<file path="src/psm_pkg.sv">
// Shared types and constants for the power-sum / top-k statistics block.
// No dependencies; imported by every module under src/.
`default_nettype none
package psm_pkg;

   localparam int unsigned TOP_COUNT_DEF = 201;

   localparam int unsigned VAL_W   = 16;
   localparam int unsigned MAG_W   = 16;
   localparam int unsigned RANK_W  = 8;
   localparam int unsigned SIZE_W  = 8;
   localparam int unsigned CNT_W   = 32;
   localparam int unsigned SUM1_W  = 48;
   localparam int unsigned SUM_W   = 64;
   localparam int unsigned SQ_W    = 32;
   localparam int unsigned CUBE_W  = 46;
   localparam int unsigned QUAD_W  = 61;

   typedef enum logic [1:0] {
      FUNC_ADD   = 2'd0,
      FUNC_READ  = 2'd1,
      FUNC_CLEAR = 2'd2
   } func_type;

   typedef enum logic [1:0] {
      ST_IDLE,
      ST_SQUARE,
      ST_UPDATE
   } state_type;

   typedef struct packed {
      logic insert;
      logic clear;
   } list_cmd_type;

endpackage
`default_nettype wire

</file>
<file path="src/psm_power.sv">
// Power pipeline: magnitude and square, then cube and fourth power.
// Depends on psm_pkg.
`default_nettype none
module psm_power (
   input  wire logic                              clock,
   input  wire logic                              load,
   input  wire logic signed [psm_pkg::VAL_W-1:0]  value,
   output logic [psm_pkg::MAG_W-1:0]              mag,
   output logic [psm_pkg::SQ_W-1:0]               sq,
   output logic [psm_pkg::CUBE_W-1:0]             cube,
   output logic [psm_pkg::QUAD_W-1:0]             quad
);
   import psm_pkg::*;

   logic [VAL_W:0]   ext;
   logic [VAL_W:0]   abs_val;
   logic [MAG_W-1:0] mag_in, mag_ff;
   logic [SQ_W-1:0]  sq_in, sq_ff;
   logic [CUBE_W-1:0] cube_in, cube_ff;
   logic [QUAD_W-1:0] quad_in, quad_ff;

   assign ext     = {value[VAL_W-1], value};
   assign abs_val = value[VAL_W-1] ? (~ext + (VAL_W+1)'(1)) : ext;
   assign mag_in  = abs_val[MAG_W-1:0];
   assign sq_in   = SQ_W'(mag_in) * SQ_W'(mag_in);

   always_ff @(posedge clock) begin
      if (load) begin
         mag_ff <= mag_in;
         sq_ff  <= sq_in;
      end
   end

   assign cube_in = CUBE_W'(sq_ff) * CUBE_W'(mag_ff);
   assign quad_in = QUAD_W'(sq_ff) * QUAD_W'(sq_ff);

   always_ff @(posedge clock) begin
      cube_ff <= cube_in;
      quad_ff <= quad_in;
   end

   assign mag  = mag_ff;
   assign sq   = sq_ff;
   assign cube = cube_ff;
   assign quad = quad_ff;
endmodule
`default_nettype wire

</file>
<file path="config.mk">
export PLATFORM = sky130hd
export DESIGN_NAME = psm_power
export DESIGN_NICKNAME = d
export VERILOG_FILES = /design/src/psm_pkg.sv /design/src/psm_power.sv
export SDC_FILE = /design/constraint.sdc
export NUM_CORES = 2
export LEC_CHECK = 0
export ABC_AREA = 1
export ABC_CLOCK_PERIOD_IN_PS = 6400
export BUFFER_PORTS_ARGS = -buffer_cell sky130_fd_sc_hd__buf_2
export CELL_PAD_IN_SITES_DETAIL_PLACEMENT = 2
export CELL_PAD_IN_SITES_GLOBAL_PLACEMENT = 2
export CORE_MARGIN = 5
export CORE_UTILIZATION = 35
export DETAILED_ROUTE_END_ITERATION = 7
export MAX_ROUTING_LAYER = met4
export PLACE_DENSITY = 0.78
export SYNTH_ARGS = -nofsm -noshare
export SYNTH_HDL_FRONTEND = slang
export SYNTH_SLANG_ARGS = --single-unit
</file>
<file path="constraint.sdc">
create_clock -name clock -period 6.4 [get_ports clock]
set_clock_uncertainty 0.05 [all_clocks]
set_input_delay 0.96 -clock clock [delete_from_list [all_inputs] [get_ports clock]]
set_output_delay 0.96 -clock clock [all_outputs]
set_load 0.01 [all_outputs]
</file>
==> results by stage, run 1 <==
Status:
- The run stopped with a tool error.
- The stage where the run came to a stop is global routing (5_1_grt).
- The first error in the log reads "[ERROR GRT-0232] Routing congestion too high. Check the congestion heatmap in the GUI".

Logic synthesis:
- The number of different library cells in the post-synthesis netlist is between 40 and 50.
- The number of warnings reported in the yosys synthesis log is 0.
- For this run, the register share of the synthesized area comes to 5.968%.
- In this run, synthesis produced a sequential element count of 151.
- The mean cell area of the mapped netlist is 7.906 µm².
- The synthesized design contains between 40 and 50 enable-type register cells.
- The cell type with the largest total area after synthesis is fa_1.
- For this run, asynchronously set or reset flops after synthesis account for 0%.
- The area fraction of the dominant cell type after synthesis is 45.93%.
- The most used flip-flop cell after synthesis is dfxtp_1.
- Sorting the synthesized cells by area gives the leading types as fa_1 (46%), inv_1 (15%), nand2_1 (12%), ha_1 (11%), dfxtp_1 (3.6%).
- Synthesis produced around 7400 cells.
- The cell area after synthesis is 58360 µm².

Global routing:
- The maximum number of pins on one net before global-route repair is 47.
- The total overflow left after global routing is 15.
- The overall fraction of global-route tracks in use is a little under three fifths.
- The initial antenna violation count is 28.

Clocking:
- The number of H-tree levels is 4.
- Buffers inserted to repair hold after CTS numbered 0.
- The number of sinks handled by clock tree synthesis is roughly 150.
- Clock tree synthesis selected as its root buffer the cell clkbuf_16.
- The clock buffer count from CTS is 17.
- The number of buffers on the longest clock path is 2.

Placement:
- In this run the cell area measured after placement is slightly below 70000 µm².
- The routability congestion estimate from global placement is 0.8872.
- The count of buffers from port buffering is 170.
- The sum of net half-perimeters after detailed placement is approximately 220000 µm.

Floorplan:
- The die height is 418.4 µm.
- The effective utilization at floorplan is 35.29%.
- The row count is 149.
- 173 I/O pins were placed.
- The x dimension of the die is 418.4 µm.

Timing:
- The kind of the worst endpoint is a register input.
- The end pin of the worst setup path after global-route repair is quad[39]$_DFF_P_/D.
==> kinds of logic after synthesis <==
| group | after synthesis | synth area share [%] |
|---|---|---|
| adders and majority gates | 1831 | 56.48 |
| xor gates and xnor gates | 106 | 1.604 |
| DFF | 151 | 5.968 |
| AOI/OAI and AO/OA | 211 | 2.039 |
| and+or+nand+nor | 2474 | 17.00 |
| buffers and inverters | 2607 | 16.90 |
| other | 2 | 0.01287 |
==> routing by layer <==
layer  GRT usage, %  GRT overflow
met1          51.15             0
met2          77.74             7
met3          31.69             0
met4          58.06             8
met5              -             -
==> through the flow <==
stage	worst slack, ns	setup TNS (ns)	hold WS [ns]	std cells
global placement	-0.6493	-28.34	0.7141	10340
CTS	-0.6033	-22.44	0.7760	10470
floorplan	-0.03713	-0.06498	0.3424	7425
detailed placement	-1.104	-57.29	0.7486	10340
==> what timing repair did <==
item,in CTS
gates cloned,4
hold endpoints to repair,0
gates resized for setup,652
setup buffers,97
setup endpoints to repair,71
pin swaps,260
==> cells in the mapped netlist (all sizes together), types with 28 or more instances <==
master,n
buf,130
nand3,141
nand4,45
xor2,78
nor3,29
fa,1339
nor2,278
clkbuf,95
o21ai,54
a21oi,118
edfxtp,46
dfxtp,105
xnor2,28
inv,2381
ha,492
nand2,1960
==> run 2: changes to the inputs <==
ABC_CLOCK_PERIOD_IN_PS = 8300   (was 6400)
CELL_PAD_IN_SITES_DETAIL_PLACEMENT = default   (was 2)
CELL_PAD_IN_SITES_GLOBAL_PLACEMENT = default   (was 2)
CORE_UTILIZATION = 20   (was 35)
MAX_ROUTING_LAYER = default   (was met4)
PLACE_DENSITY = default   (was 0.78)
PLACE_DENSITY_LB_ADDON = 0.15   (was default)
clock period = 8.3 ns   (was 6.4 ns; I/O delays follow)
==> run 2 against run 1 <==
- the run now ends clean
- area after synthesis is the same
- synthesized cell count unchanged
==> results by stage, run 2 <==
Final layout:
- The post-route netlist has 5.644% of its cells at a drive strength greater than 1.
- The library cells used most frequently in the layout, excluding fill and tap cells, are inv_1 (2365), nand2_1 (1937), fa_1 (1339).
- The final non-filler cell area is 65210 µm².
- The net count of the finished layout is 9373.
- The area overhead of the layout relative to synthesis is 11.73%.
- The most common cell after layout, fill and taps aside is inv_1.
- The flip-flop count of the largest register after layout is 60.

Clocking:
- The number of H-tree levels is 4 (unchanged).
- The number of sinks handled by clock tree synthesis is 151 (unchanged).
- The post-CTS clock slew at the launch and capture registers of the worst setup and hold paths is approximately 0.10 ns.
- The clock tree from TritonCTS is done.
- The number of buffers on the longest clock path is 3 (+1).
- The total setup buffers inserted after CTS is 0 (-100%).
- The number of hold buffers added after cts is 0 (unchanged).
- The cell at the root of the clock tree is clkbuf_16.
- The clock buffer count from CTS is 25 (+8).
- The number of gates resized after CTS is 0 (-100%).
- The clock network latency to the later pin of the worst-skew pair is approximately 0.60 ns.

Detailed routing:
- In the final routed layout, each cell accounts on average for roughly 18 µm.
- The first routing iteration left 2387 violations.
- For this block, the routed nets add up to just over 200000 µm of wire.
- The detailed router placed 43950 vias in this run.
- The detailed-router iteration count before antenna repair is 6.
- The count of antenna-violating nets left after detailed routing is 0.
- The vias per cell is 3.842.
- The number of DRC violations after detailed routing is 0.

Critical path:
- In this run the critical register-to-register path is launched from sq[18].
- The required arrival time at the worst endpoint is 8.69 ns.
- In this run the worst path has a maximum fanout of 8.
- Setup slack on the worst reg-to-reg path comes out at ~0.61 ns.
- The kind of end point of the critical path is a register.
- The setup path with the least slack is of type reg2reg.
- The arrival time of the worst setup path is 8.09 ns.
- The number of cell instances on the worst register-to-register path is 24.
- The critical register-to-register path endpoint is quad[55].
- The startpoint type of the worst setup path is a register.

Floorplan:
- The x dimension of the die was 550.2 µm (+32%).
- The number of top-level pins came to 173 (unchanged).
- After floorplanning, the core was sized to cover 290800 µm².
- The area of the die is 302700 µm².
- The die height is 550.2 µm (+32%).
- The effective utilization at floorplan was 20.07% (-15 points).
- The row count is 198 (+33%).

Logic synthesis:
- The cell area after synthesis was 58360 µm² (unchanged).
- The post-synthesis adder-cell area fraction is 56.48% (unchanged).
- The simple logic cell fraction of the synthesized area is 17.00% (unchanged).
- The mean cell area of the mapped netlist is 7.906 µm² (unchanged).
- The number of warnings reported in the yosys synthesis log is 0 (unchanged).
- The area fraction of the dominant cell type after synthesis is 45.93% (unchanged).
- The number of different library cells in the post-synthesis netlist was 48 (unchanged).
- Yosys attributes the largest share of cell area to fa_1 (46%), inv_1 (15%), nand2_1 (12%), ha_1 (11%), dfxtp_1 (3.6%).
- The number of synthesized flops with an enable pin was 46 (unchanged).
- Sorting the synthesized cells by how often they occur yields inv_1 (2365), nand2_1 (1937), fa_1 (1339).
- inv_1 is the most common cell in the netlist.
- For this run, the leading register cell type out of synthesis is dfxtp_1.
- The register bit count reported by yosys was 151 (unchanged).
- The post-synthesis share of cell area spent on xor and xnor gates is 1.604% (unchanged).
- By area, the combinational part of the netlist is dominated by adder cells.
- The cell type with the largest total area after synthesis is fa_1.
- The sequential element share of the synthesized area is 5.968% (unchanged).
- The post-synthesis mux area share is 0% (unchanged).
- The post-synthesis compound-gate area fraction came to 2.039% (unchanged).
- The number of instances in the synthesized netlist is 7382 (unchanged).
- The share of async-settable or async-resettable flops after synthesis is 0% (unchanged).

Placement:
- The sum of net half-perimeters after detailed placement is 174400 µm (-22%).
- The count of buffers from port buffering is 170 (unchanged).
- The worst setup timing slack at the placement stage is 0.5096 ns (+1.614 ns).
- The routability congestion estimate from global placement is 0.8328 (-6.1%).
- The area of placed instances was 64500 µm² (-5.1%).

Timing:
- Setup repair after global routing left no endpoint under its margin.
- For the pin with the worst max-slew slack, the measured transition is around 1.1 ns.
- Setup violations remaining at the end of the flow were counted as 0.
- The final count of pins violating max slew is 0.
- The number of hold-slack violations in the final timing report is 0.
- The final critical-path setup slack is just over 0.6 ns.
- The final critical path takes up 92.69% of the cycle.
- Setup total negative slack on the finished layout was measured at 0 ns.
- Final hold analysis gives a worst-case slack of 0.8514 ns.
- The worst pin sits at a relative slew slack of 27.21%.
- The fmax is 0.1300 GHz.
- For the finished layout, the period the worst path requires is 7.693 ns.

Global routing:
- The first global-routing pass estimated 316800 µm of wire.
- The via count of the first global-routing pass is roughly 49000.
- The initial antenna violation count is 18.
- For this run, the total global-route usage over all layers was measured as 13.96%.
- The sum of overflow across all layers after global routing is 0.
- Entering global routing, the biggest net connects 50 pins.

Run:
- Max-cap violations in this run came to 0.

Hold path:
- The worst hold path was traced through 0 stages.
- The startpoint of the lowest-slack hold path is mag[0].
- The class of the worst hold path is reg2reg.
- The worst hold endpoint is quad[0].

Status:
- The flow ran to the end, and the final reports show no timing, DRC or antenna violations.
-- run 2: cell counts after synthesis --
Identical to the previous run, type by type.
-- run 2: per-layer routing --
metal	vias up	share of wire, %	global-route usage, %
met5	-	0.0063	0
met4	2	2.1	2.987
met3	141	3.5	1.349
met2	724	50	24.49
met1	22180	45	18.61
li1	20900	-	-
-- run 2: kinds of logic after synthesis --
family / Yosys count
flip-flops: 151
buffers and inverters: 2607
other: 2
AO/OA/AOI/OAI: 211
AND/OR/NAND/NOR: 2474
adder cells (fa/ha/maj): 1831
XOR/XNOR: 106
-- run 2: cell type report --
cell class	instances	area, µm²
inverter	2382	8950
multi-input combinational	4667	45180
timing repair buffer	297	2004
clock buffer	31	678.2
antenna	7	17.52
tap	3900	4880
fill	32670	225600
clock inverter	2	13.76
sequential	151	3483
-- run 2: how the worst max path moves through the flow --
stage          cells after the start       end     start
5_1_grt                           22  quad[54]    sq[22]
3_5_place_dp                      20  quad[29]     sq[9]
3_3_place_gp                      27    sq[19]  value[0]
4_1_cts                           20  quad[29]     sq[9]
6_report                          24  quad[55]    sq[18]
2_1_floorplan                     28    sq[24]  value[0]
-- run 2: through the flow --
stage | instances | util, %
after floorplan | 7425 | -
after global placement | 11400 | 22.18
after detailed placement | 11400 | 22.18
after CTS | 11430 | 22.41
after global routing | 11430 | 22.41
final | 11440 | 22.42
-- run 2: critical path, stage by stage, from the launching register on --
cell	delay [ns]
edfxtp_1	0.93
buf_4	0.28
nand2_1	0.06
inv_1	0.09
fa_1	0.55
fa_1	0.55
inv_1	0.05
fa_1	0.52
fa_1	0.54
inv_1	0.06
fa_1	0.46
fa_1	0.45
fa_1	0.51
inv_1	0.05
fa_1	0.53
inv_1	0.06
ha_1	0.42
nand2_1	0.18
nor2_1	0.28
nand2_1	0.15
nor2_1	0.30
and2_1	0.18
nand2_1	0.10
nand4_1	0.10
nand2_1	0.08
Power of run 2 is not shown: default switching activity piles up to over one toggle a cycle in this logic, so the estimate is an artifact.
